`config.mk`:
```
export PLATFORM = sky130hd
export DESIGN_NAME = ook_pulse_width_code_transmitter_core
export DESIGN_NICKNAME = d
export VERILOG_FILES = /design/src/rtl/core/ookpw_pkg.sv /design/src/rtl/core/ook_pulse_width_code_transmitter_core.sv
export SDC_FILE = /design/constraint.sdc
export NUM_CORES = 1
export LEC_CHECK = 0
export BUFFER_PORTS_ARGS = -buffer_cell sky130_fd_sc_hd__buf_2
export CORE_MARGIN = 8
export CORE_UTILIZATION = 30
export CTS_CLUSTER_DIAMETER = 60
export CTS_CLUSTER_SIZE = 14
export DETAILED_ROUTE_END_ITERATION = 10
export GPL_TIMING_DRIVEN = 0
export SLEW_MARGIN = 25
export SYNTH_ARGS = -nofsm -noshare
export SYNTH_HDL_FRONTEND = slang
export SYNTH_SLANG_ARGS = --single-unit
```
`constraint.sdc`:
```
create_clock -name i_clk -period 13.9 [get_ports i_clk]
set_input_delay 2.78 -clock i_clk [delete_from_list [all_inputs] [get_ports i_clk]]
set_output_delay 2.78 -clock i_clk [all_outputs]
set_load 0.03 [all_outputs]
```
`src/rtl/core/ookpw_pkg.sv`:
```
// types and constants shared by the ook pulse-width code transmitter
package ookpw_pkg;

    localparam int unsigned CODE_W  = 64;
    localparam int unsigned COUNT_W = 7;
    localparam int unsigned TICKS_W = 24;
    localparam int unsigned CFG_IDX_W  = 3;
    localparam int unsigned CFG_DATA_W = 16;

    // configuration register indexes
    localparam logic [CFG_IDX_W-1:0] CFG_PULSE_LENGTH   = 3'd0;
    localparam logic [CFG_IDX_W-1:0] CFG_LONG_MULT      = 3'd1;
    localparam logic [CFG_IDX_W-1:0] CFG_SHORT_MULT     = 3'd2;
    localparam logic [CFG_IDX_W-1:0] CFG_REPEAT_COUNT   = 3'd3;
    localparam logic [CFG_IDX_W-1:0] CFG_SYNC_HIGH_MULT = 3'd4;
    localparam logic [CFG_IDX_W-1:0] CFG_SYNC_LOW_MULT  = 3'd5;

    // register values after reset
    localparam logic [15:0] RST_PULSE_LENGTH   = 16'd350;
    localparam logic [7:0]  RST_LONG_MULT      = 8'd3;
    localparam logic [7:0]  RST_SHORT_MULT     = 8'd1;
    localparam logic [7:0]  RST_REPEAT_COUNT   = 8'd10;
    localparam logic [7:0]  RST_SYNC_HIGH_MULT = 8'd1;
    localparam logic [7:0]  RST_SYNC_LOW_MULT  = 8'd31;

    // item kinds
    localparam logic KIND_TICK  = 1'b0;
    localparam logic KIND_START = 1'b1;

    typedef enum logic [2:0] {
        PH_IDLE,
        PH_BIT_HIGH,
        PH_BIT_LOW,
        PH_SYNC_HIGH,
        PH_SYNC_LOW
    } t_phase;

    typedef struct packed {
        logic               kind;
        logic [CODE_W-1:0]  code;
        logic [COUNT_W-1:0] bit_count;
    } t_in_item;

    typedef struct packed {
        logic line_level;
        logic busy_res;
        logic frame_done;
    } t_out_item;

endpackage

```
`src/rtl/core/ook_pulse_width_code_transmitter_core.sv`:
```
// ook pulse-width remote code transmitter: input register, segment sequencer, result register
// an accepted item is held in the input register, its result item in the result register
// throughput: one item per cycle while not stalled; the path is a tick decrement, a phase
// step and one 16x8 multiply for the next segment length, all between the two registers
// reset: synchronous, active low; sequencer idle, line low, registers at their default values
// configuration writes are always accepted; indexes beyond the register list are ignored
module ook_pulse_width_code_transmitter_core #(
    parameter int unsigned MAX_BITS = 64
) (
    input  logic                                 i_clk,
    input  logic                                 i_rst_n,
    // item input channel
    input  logic                                 i_valid,
    input  ookpw_pkg::t_in_item                  i_item,
    output logic                                 o_stall,
    // result channel
    output logic                                 o_valid,
    output ookpw_pkg::t_out_item                 o_result,
    input  logic                                 i_stall,
    // configuration write channel
    input  logic                                 i_cfg_valid,
    output logic                                 o_cfg_ready,
    input  logic [ookpw_pkg::CFG_IDX_W-1:0]      i_cfg_index,
    input  logic [ookpw_pkg::CFG_DATA_W-1:0]     i_cfg_data
);

    // width of the held bit count and of the bit index into the held code
    localparam int unsigned CW = $clog2(MAX_BITS + 1);
    localparam int unsigned IW = (MAX_BITS > 1) ? $clog2(MAX_BITS) : 1;

    // configuration registers
    logic [15:0] r_pulse;
    logic [7:0]  r_long_mult;
    logic [7:0]  r_short_mult;
    logic [7:0]  r_repeat;
    logic [7:0]  r_sync_high_mult;
    logic [7:0]  r_sync_low_mult;

    // input register
    logic                r_in_valid;
    ookpw_pkg::t_in_item r_in;

    // sequencer state
    ookpw_pkg::t_phase                  r_phase, n_phase;
    logic                               r_level, n_level;
    logic [MAX_BITS-1:0]                r_code, n_code;
    logic [CW-1:0]                      r_count, n_count;
    logic [CW-1:0]                      r_bits, n_bits;
    logic [7:0]                         r_frames, n_frames;
    logic [ookpw_pkg::TICKS_W-1:0]      r_ticks, n_ticks;

    // result register
    logic                 r_out_valid;
    ookpw_pkg::t_out_item r_out, n_out;

    // segment length set-up
    logic                               seg_start;
    logic [7:0]                         seg_mult;
    logic [ookpw_pkg::TICKS_W-1:0]      seg_prod;
    logic                               done;

    // pipeline moves when the result register is free or being taken
    logic en;

    // picks the bit sent when n bits are still left
    function automatic logic f_bit(input logic [MAX_BITS-1:0] c, input logic [CW-1:0] n);
        logic [IW-1:0] idx;
        idx = IW'(n - 1'b1);
        return c[idx];
    endfunction

    assign en          = !r_out_valid || !i_stall;
    assign o_stall     = r_in_valid && !en;
    assign o_valid     = r_out_valid;
    assign o_result    = r_out;
    assign o_cfg_ready = 1'b1;

    // configuration writes
    always_ff @(posedge i_clk) begin
        if (!i_rst_n) begin
            r_pulse          <= ookpw_pkg::RST_PULSE_LENGTH;
            r_long_mult      <= ookpw_pkg::RST_LONG_MULT;
            r_short_mult     <= ookpw_pkg::RST_SHORT_MULT;
            r_repeat         <= ookpw_pkg::RST_REPEAT_COUNT;
            r_sync_high_mult <= ookpw_pkg::RST_SYNC_HIGH_MULT;
            r_sync_low_mult  <= ookpw_pkg::RST_SYNC_LOW_MULT;
        end else if (i_cfg_valid && o_cfg_ready) begin
            unique case (i_cfg_index)
                ookpw_pkg::CFG_PULSE_LENGTH:   r_pulse          <= i_cfg_data;
                ookpw_pkg::CFG_LONG_MULT:      r_long_mult      <= i_cfg_data[7:0];
                ookpw_pkg::CFG_SHORT_MULT:     r_short_mult     <= i_cfg_data[7:0];
                ookpw_pkg::CFG_REPEAT_COUNT:   r_repeat         <= i_cfg_data[7:0];
                ookpw_pkg::CFG_SYNC_HIGH_MULT: r_sync_high_mult <= i_cfg_data[7:0];
                ookpw_pkg::CFG_SYNC_LOW_MULT:  r_sync_low_mult  <= i_cfg_data[7:0];
                default: begin
                end
            endcase
        end
    end

    // input register: loads when empty or when its item moves on
    always_ff @(posedge i_clk) begin
        if (!i_rst_n) begin
            r_in_valid <= 1'b0;
        end else if (!o_stall) begin
            r_in_valid <= i_valid;
        end
    end

    always_ff @(posedge i_clk) begin
        if (!o_stall) begin
            r_in <= i_item;
        end
    end

    // next state of the sequencer for the item in the input register
    always_comb begin
        logic [7:0]                    frames_dec;
        logic [CW-1:0]                 bits_dec;
        logic [CW-1:0]                 sat_count;
        logic [MAX_BITS-1:0]           in_code;
        logic [ookpw_pkg::TICKS_W-1:0] ticks_dec;

        n_phase   = r_phase;
        n_level   = r_level;
        n_code    = r_code;
        n_count   = r_count;
        n_bits    = r_bits;
        n_frames  = r_frames;
        n_ticks   = r_ticks;
        seg_start = 1'b0;
        seg_mult  = r_sync_high_mult;
        done      = 1'b0;

        in_code    = r_in.code[MAX_BITS-1:0];
        sat_count  = (r_in.bit_count > 7'(MAX_BITS)) ? CW'(MAX_BITS) : CW'(r_in.bit_count);
        ticks_dec  = (r_ticks != '0) ? r_ticks - 1'b1 : r_ticks;
        bits_dec   = (r_bits != '0) ? r_bits - 1'b1 : r_bits;
        frames_dec = (r_frames != '0) ? r_frames - 1'b1 : r_frames;

        if (r_in.kind == ookpw_pkg::KIND_START) begin
            // a start while busy or with no frames to send changes nothing
            if (r_phase == ookpw_pkg::PH_IDLE && r_repeat != '0) begin
                n_code    = in_code;
                n_count   = sat_count;
                n_bits    = sat_count;
                n_frames  = r_repeat;
                n_level   = 1'b1;
                seg_start = 1'b1;
                if (sat_count != '0) begin
                    n_phase  = ookpw_pkg::PH_BIT_HIGH;
                    seg_mult = f_bit(in_code, sat_count) ? r_long_mult : r_short_mult;
                end else begin
                    n_phase  = ookpw_pkg::PH_SYNC_HIGH;
                    seg_mult = r_sync_high_mult;
                end
            end
        end else if (r_phase != ookpw_pkg::PH_IDLE) begin
            n_ticks = ticks_dec;
            if (ticks_dec == '0) begin
                unique case (r_phase)
                    ookpw_pkg::PH_BIT_HIGH: begin
                        n_phase   = ookpw_pkg::PH_BIT_LOW;
                        n_level   = 1'b0;
                        seg_start = 1'b1;
                        seg_mult  = f_bit(r_code, r_bits) ? r_short_mult : r_long_mult;
                    end
                    ookpw_pkg::PH_BIT_LOW: begin
                        n_bits    = bits_dec;
                        n_level   = 1'b1;
                        seg_start = 1'b1;
                        if (bits_dec != '0) begin
                            n_phase  = ookpw_pkg::PH_BIT_HIGH;
                            seg_mult = f_bit(r_code, bits_dec) ? r_long_mult : r_short_mult;
                        end else begin
                            n_phase  = ookpw_pkg::PH_SYNC_HIGH;
                            seg_mult = r_sync_high_mult;
                        end
                    end
                    ookpw_pkg::PH_SYNC_HIGH: begin
                        n_phase   = ookpw_pkg::PH_SYNC_LOW;
                        n_level   = 1'b0;
                        seg_start = 1'b1;
                        seg_mult  = r_sync_low_mult;
                    end
                    default: begin
                        // end of a frame's sync low
                        n_frames = frames_dec;
                        if (frames_dec == '0) begin
                            n_phase = ookpw_pkg::PH_IDLE;
                            n_level = 1'b0;
                            n_ticks = '0;
                            n_bits  = '0;
                            done    = 1'b1;
                        end else begin
                            n_bits    = r_count;
                            n_level   = 1'b1;
                            seg_start = 1'b1;
                            if (r_count != '0) begin
                                n_phase  = ookpw_pkg::PH_BIT_HIGH;
                                seg_mult = f_bit(r_code, r_count) ? r_long_mult
                                                                  : r_short_mult;
                            end else begin
                                n_phase  = ookpw_pkg::PH_SYNC_HIGH;
                                seg_mult = r_sync_high_mult;
                            end
                        end
                    end
                endcase
            end
        end

        // new segment length, a zero product lasts one tick
        seg_prod = ookpw_pkg::TICKS_W'(r_pulse) * ookpw_pkg::TICKS_W'(seg_mult);
        if (seg_start) begin
            n_ticks = (seg_prod != '0) ? seg_prod : ookpw_pkg::TICKS_W'(1);
        end
    end

    // result item for the item being processed
    always_comb begin
        n_out.line_level = n_level;
        n_out.busy_res   = (n_phase != ookpw_pkg::PH_IDLE);
        n_out.frame_done = done;
    end

    // sequencer state, updated once per processed item
    always_ff @(posedge i_clk) begin
        if (!i_rst_n) begin
            r_phase  <= ookpw_pkg::PH_IDLE;
            r_level  <= 1'b0;
            r_count  <= '0;
            r_bits   <= '0;
            r_frames <= '0;
            r_ticks  <= '0;
        end else if (en && r_in_valid) begin
            r_phase  <= n_phase;
            r_level  <= n_level;
            r_count  <= n_count;
            r_bits   <= n_bits;
            r_frames <= n_frames;
            r_ticks  <= n_ticks;
        end
    end

    always_ff @(posedge i_clk) begin
        if (en && r_in_valid) begin
            r_code <= n_code;
        end
    end

    // result register
    always_ff @(posedge i_clk) begin
        if (!i_rst_n) begin
            r_out_valid <= 1'b0;
        end else if (en) begin
            r_out_valid <= r_in_valid;
        end
    end

    always_ff @(posedge i_clk) begin
        if (en && r_in_valid) begin
            r_out <= n_out;
        end
    end

endmodule

```
==> metrics.txt, run 1 <==
slew of the pin with the lowest slew margin 1.08 ns; cell area after synthesis 0.0192 mm²; top post-synthesis cells by area edfxtp_1 22%, dfxtp_1 11%, fa_1 8.8%; Seq/Total Area, Yosys 0.330; clock skew 0.0172 ns; total grt overflow 0; # port buffers 100; global-route wire length before repair 99900 µm; vias per inst 5.58; # setup viols final 0; power per cell area 143 mW/mm²; Hold Crit Depth 0; Reg clk slew, reported paths 0.07 ns; min Tclk post-route 11.72 ns; crit end category flop; required time worst endpoint 14.40 ns; fin nets 2407; die area 0.0723 mm²; CP top delay family buffers and inverters; Die W 269 µm; post-CTS repair timing setup buffer count 0; area grow syn2layout 13.0%; # clock sinks 247; min-delay worst type flop to flop; CTS Buffer Depth 3; Worst Reg-to-Reg Cells 37; RSZ-0062 raised after global routing false; Syn Area/Cell 9.38 µm²; initial antenna violation count 0; largest fanout on the critical path 10; worst-skew pair later-pin latency 0.56 ns; FF-to-FF setup slack 2.18 ns; maximum clock rate 85.3 MHz; WL final 64900 µm; CTS resizes 0; flops & latches, synth 247; core area 0.0632 mm²; worst path bufs/invs 11; worst min-delay path startpoint r_in[24]; Worst Setup Start Kind flop; CP max stage cell or4b_2; slew margin rel. 0.277; Synth Warn # 0; Max stage delay on crit path 0.63 ns; DR WL/cell 21.4 µm; Critical Path Start r_in[0]; GP Congestion 0.961; WP data arrival 12.22 ns; Total GRT Usage 0.174; CTS tree done; Detailed Routing Iterations Pass 1 6; r2r startpoint r_in[0]; Post-synth EDFFs 139; largest net degree at the start of global routing 61; crit share post-route 0.843; asr flop ratio synth 0; dominant synthesized flop cell edfxtp_1; Antenna Cells 0; cell mode on critical path inv_1; Yosys cell types 95; # rows 92; Post-Synthesis Cells 2044; DRC 0; Initial Util 0.303; setup TNS 0 ns; Max-Cap Viols 0; hpwl dp 51600 µm; Vias 16900; I/O pin cnt 102; Final Hold Vio Count 0; Max IR drop VDD 0.156 mV; Die Y 269 µm; Iteration-0 DRC Markers 1535; post-synth net total 2277; Util after Layout 0.343; Reg-to-Reg End r_ticks[0]; top cell type's share of synthesized area 0.218; Leak 8.05 nW; Worst Hold Path EP r_code[17]; ANT nets after route 0; cts hold-fix bufs 0; area leader, netlist edfxtp_1; Setup CP Type flop to flop; H-tree levels 1; CTS Buf Count 26; status completed; vias in the first global route 16400; share of cells above drive strength 1 0.150; root buffer cell clkbuf_16; Slew Limit Fails 0
metrics by stage:
step | std cells | hold WS [ns] | setup slack (ns) | power, W | area [µm²]
finish | 3034 | 0.435 | 2.18 | 0.00310 | 21700
global route | 3034 | 0.449 | 1.59 | 0.00331 | 21700
CTS | 3034 | 0.441 | 2.10 | 0.00311 | 21700
floorplan | 2044 | 0.421 | 4.63 | 0.00194 | 19200
detailed placement | 2992 | 0.433 | 2.16 | 0.00238 | 20800
global placement | 2990 | 0.432 | 2.27 | 0.00237 | 20700
kinds of logic (layout without fill, tap and decap cells):
group | count (synthesis) | after routing | synth area share
mux | 129 | 129 | 0.114
fa+ha+maj | 137 | 137 | 0.122
simple gates | 720 | 720 | 0.182
other cells | 1 | 1 | 0.000196
flops | 247 | 247 | 0.330
buf+inv | 275 | 419 | 0.0611
compound gates | 496 | 496 | 0.172
xor+xnor | 39 | 39 | 0.0178
worst register-to-register path: cells and delay by family, from the launching register on:
kind / cells / cell delay, ns
xor gates and xnor gates: 1 / 0.44
AOI/OAI and AO/OA: 9 / 2.11
and+or+nand+nor: 6 / 1.91
muxes: 4 / 1.55
adders and majority gates: 6 / 2.56
DFF: 1 / 0.42
buffers and inverters: 11 / 2.70
metal layers:
layer	vias to the layer above	part of all wire	GRT usage
met5	-	0	0
met4	0	0.032	0.0593
met3	95	0.063	0.0209
met2	713	0.48	0.291
met1	8359	0.43	0.232
li1	7758	-	-
cell usage in the layout, fill, tap and decap left out, types with 40 or more instances in the layout:
master	n
nand2_1	244
nand3_1	172
edfxtp_1	139
buf_2	135
a21oi_1	122
nor2_1	112
dfxtp_1	108
inv_1	106
clkbuf_1	98
o21ai_0	93
fa_1	84
mux4_2	70
o21ai_1	54
ha_1	53
a32oi_1	48
mux2i_1	42
nor3_1	40
power by group:
part / switching (W) / total, W / internal [W]
clock: 0.000306 / 0.000720 / 0.000413
combinational: 0.000965 / 0.00155 / 0.000582
sequential: 0.0000297 / 0.000838 / 0.000808
sequential cells by signal (all words and copies together) (netlist names), 16 cells and up:
register and flops:
r_code 64, r_pulse 16, r_in 72, r_ticks 24
cell usage after synthesis, drive strengths merged (5+ instances only):
cell	number
a21o	7
o22ai	10
a221oi	8
nand2	244
nor3	44
xor2	18
fa	84
or4	10
mux2	16
clkbuf	99
o31ai	5
o21a	24
nor2b	13
nand3	174
a21oi	122
nand4	6
or3	8
edfxtp	139
and3	6
a31oi	8
inv	109
ha	53
xnor2	21
or2	8
mux4	70
a2111oi	5
a22oi	12
buf	67
and2	38
a32oi	48
a31o	6
dfxtp	108
o221ai	5
nand2b	18
a211o	11
mux2i	43
nor4	19
a211oi	21
nor2	113
o21ai	148
o211ai	13
area by class of cell:
| cell class | instances | area (µm²) |
|---|---|---|
| repair buffers | 102 | 556 |
| inverters | 109 | 412 |
| clock buffers | 30 | 687 |
| multi-input cells | 1522 | 11700 |
| plain buffers | 166 | 762 |
| clock inverters | 12 | 171 |
| well taps | 846 | 1060 |
| flip-flops and latches | 247 | 6340 |
| fillers | 6387 | 41500 |
worst max path at each step:
stage	cells past startpoint	end
after CTS	37	r_ticks[0]
final	37	r_ticks[0]
after detailed placement	37	r_ticks[0]
after global placement	37	r_ticks[0]
after global routing	37	r_ticks[0]
after floorplan	38	r_ticks[0]
Power figures use the tool's default switching activity.
==> run 2: changes to the inputs <==
--- a/config.mk
+++ b/config.mk
@@ -5,6 +5,7 @@
 export SDC_FILE = /design/constraint.sdc
 export NUM_CORES = 1
 export LEC_CHECK = 0
+export ABC_AREA = 1
 export BUFFER_PORTS_ARGS = -buffer_cell sky130_fd_sc_hd__buf_2
 export CORE_MARGIN = 8
 export CORE_UTILIZATION = 30
==> constraint.sdc (replaced) <==
create_clock -name i_clk -period 11.4 [get_ports i_clk]
set_input_delay 2.28 -clock i_clk [delete_from_list [all_inputs] [get_ports i_clk]]
set_output_delay 2.28 -clock i_clk [all_outputs]
set_load 0.03 [all_outputs]
==> run 2 against run 1 <==
Net effect:
- clock skew fell by 0.0022 ns
- critical path type unchanged
- final area fell by 6.9%
- flip-flop and latch count did not move
- via count fell by 2.6%
- first-iteration DRC count rose by 0.91%
- non-clock buffer count fell by 71
==> metrics.txt, run 2 <==
most common cell after layout, fill and taps aside nand2_1; Post-Synthesis Cells 2338; Leak 8.92 nW; Largest Register r_in; # setup viols final 0; area leader, netlist edfxtp_1; slew of the pin with the lowest slew margin 0.958 ns; min-delay worst type flop to flop; largest net degree at the start of global routing 58; Iteration-0 DRC Markers 1549; top cell type's share of synthesized area 0.235; CTS tree done; XOR/XNOR share of the synthesized area 0.0250; top post-synthesis cells by area edfxtp_1 23%, dfxtp_1 12%, nand2_1 9.5%; ANT nets after route 0; Setup CP Type flop to flop; post-CTS repair timing setup buffer count 0; Syn Area/Cell 7.61 µm²; Detailed Routing Iterations Pass 1 6; DRC 0; design area 0.0202 mm²; crit end category flop; power per cell area 175 mW/mm²; share of cells above drive strength 1 0.0949; # port buffers 100; flops & latches, synth 247; core area 0.0588 mm²; Die W 260 µm; root buffer cell clkbuf_16; area grow syn2layout 13.4%; Seq/Total Area, Yosys 0.356; cell mode on critical path nand2_1; fin nets 2700; setup TNS 0 ns; Max-Cap Viols 0; RSZ-0062 raised after global routing false; Slew Limit Fails 0; hpwl dp 45500 µm; area of the multi-input gates 0.00996 mm²; Vias 16500; Max stage delay on crit path 0.63 ns; Synth Warn # 0; Total GRT Usage 0.168; slew margin rel. 0.359; vias per inst 5.06; Antenna Cells 0; die area 0.0674 mm²; worst-skew pair later-pin latency 0.56 ns; most frequent cells in the layout 450 x nand2_1, 316 x nor2_1, 258 x nand3_1, 251 x inv_1, 155 x o21ai_0; max reg flops 72; Yosys cell types 53; CTS Buf Count 25; required time worst endpoint 11.90 ns; Worst Setup Start Kind flop; DR WL/cell 17.9 µm; status completed; dominant synthesized flop cell edfxtp_1; H-tree levels 1; global-route wire length before repair 91200 µm; largest family of logic cells by synthesized area simple AND/OR/NAND/NOR gates; Initial Util 0.303; I/O pin cnt 102; FF+latch area 0.00634 mm²; initial antenna violation count 0; CP max stage cell clkbuf_1; area share of fa/ha/maj cells after synthesis 0.132; crit share post-route 0.915; worst path bufs/invs 15; GP Congestion 0.990; CTS Buffer Depth 3; cell area after synthesis 0.0178 mm²; cts hold-fix bufs 0; post-synthesis mux area share 0; CTS resizes 0; Placed Area 0.0193 mm²; Top Registers r_in (72), r_code (64), r_ticks (24); # clock sinks 247; maximum clock rate 95.9 MHz; Synth Area in Simple Gates 0.279; WP data arrival 10.93 ns; Fillers 6330; WL final 58200 µm; Post-synth top cells 450 x nand2_1, 317 x nor2_1, 258 x nand3_1; total grt overflow 0; Reg clk slew, reported paths 0.07 ns; Max IR drop VDD 0.0964 mV; asr flop ratio synth 0; post-synth net total 2571; Final Hold Vio Count 0; Compound-Gate Fraction of Synth Area 0.123; clock skew 0.0151 ns; largest fanout on the critical path 10; count leader, synth nand2_1; # rows 89; CP top delay family adder cells; min Tclk post-route 10.43 ns; vias in the first global route 16000; Post-synth EDFFs 139; Die Y 260 µm
-- run 2: kinds of logic (layout without fill, tap and decap cells) --
kind of cell,Yosys count,in the layout
other,1,1
flip-flops,247,247
buffers and inverters,374,522
AND/OR/NAND/NOR,1142,1142
AO/OA/AOI/OAI,387,387
adder cells (fa/ha/maj),137,137
XOR/XNOR,50,50
-- run 2: cell type report --
| class | count | area share |
|---|---|---|
| inverter | 279 | 0.0520 |
| clock inverter | 10 | 0.00688 |
| multi-input combinational | 1717 | 0.494 |
| clock buffer | 36 | 0.0345 |
| timing repair buffer | 103 | 0.0281 |
| tap | 773 | 0.0479 |
| sequential | 247 | 0.314 |
| buffer | 94 | 0.0230 |
-- run 2: through the flow --
step                total power (W)   util  setup WS, ns  instances  hold slack (ns)
CTS                         0.00355  0.343         0.957       3260            0.449
detailed placement          0.00269  0.329         0.980       3214            0.432
global placement            0.00268  0.328         0.982       3211            0.430
finish                      0.00353  0.343         0.970       3259            0.449
global route                0.00382  0.343        0.0540       3259            0.461
floorplan                   0.00227      -          3.06       2338            0.426
-- run 2: power breakdown --
part           switching (W)  internal [W]
Clock               0.000371      0.000480
Combinational        0.00110      0.000566
Sequential         0.0000369      0.000986
-- run 2: path summary, 6_finish.rpt --
check,from,to,slack [ns],cells after the start
worst max-delay path,r_bits[0],r_ticks[0],0.97,55
worst min-delay path,r_in[13],r_code[6],0.45,0
worst max register to register,r_bits[0],r_ticks[0],0.97,55
worst min register to register,r_in[13],r_code[6],0.45,0
-- run 2: per-layer routing --
| layer | vias up | part of all wire | global-route usage |
|---|---|---|---|
| li1 | 8033 | - | - |
| met1 | 7696 | 0.47 | 0.240 |
| met2 | 647 | 0.43 | 0.262 |
| met3 | 102 | 0.076 | 0.0250 |
| met4 | 0 | 0.028 | 0.0492 |
| met5 | - | 0 | 0 |
-- run 2: worst reg2reg max path, delay by kind of cell (launching register included) --
family	cells	cell delay, ns
buffers and inverters	15	2.75
AOI/OAI and AO/OA	7	1.39
adders and majority gates	7	2.97
and+or+nand+nor	26	2.97
DFF	1	0.29
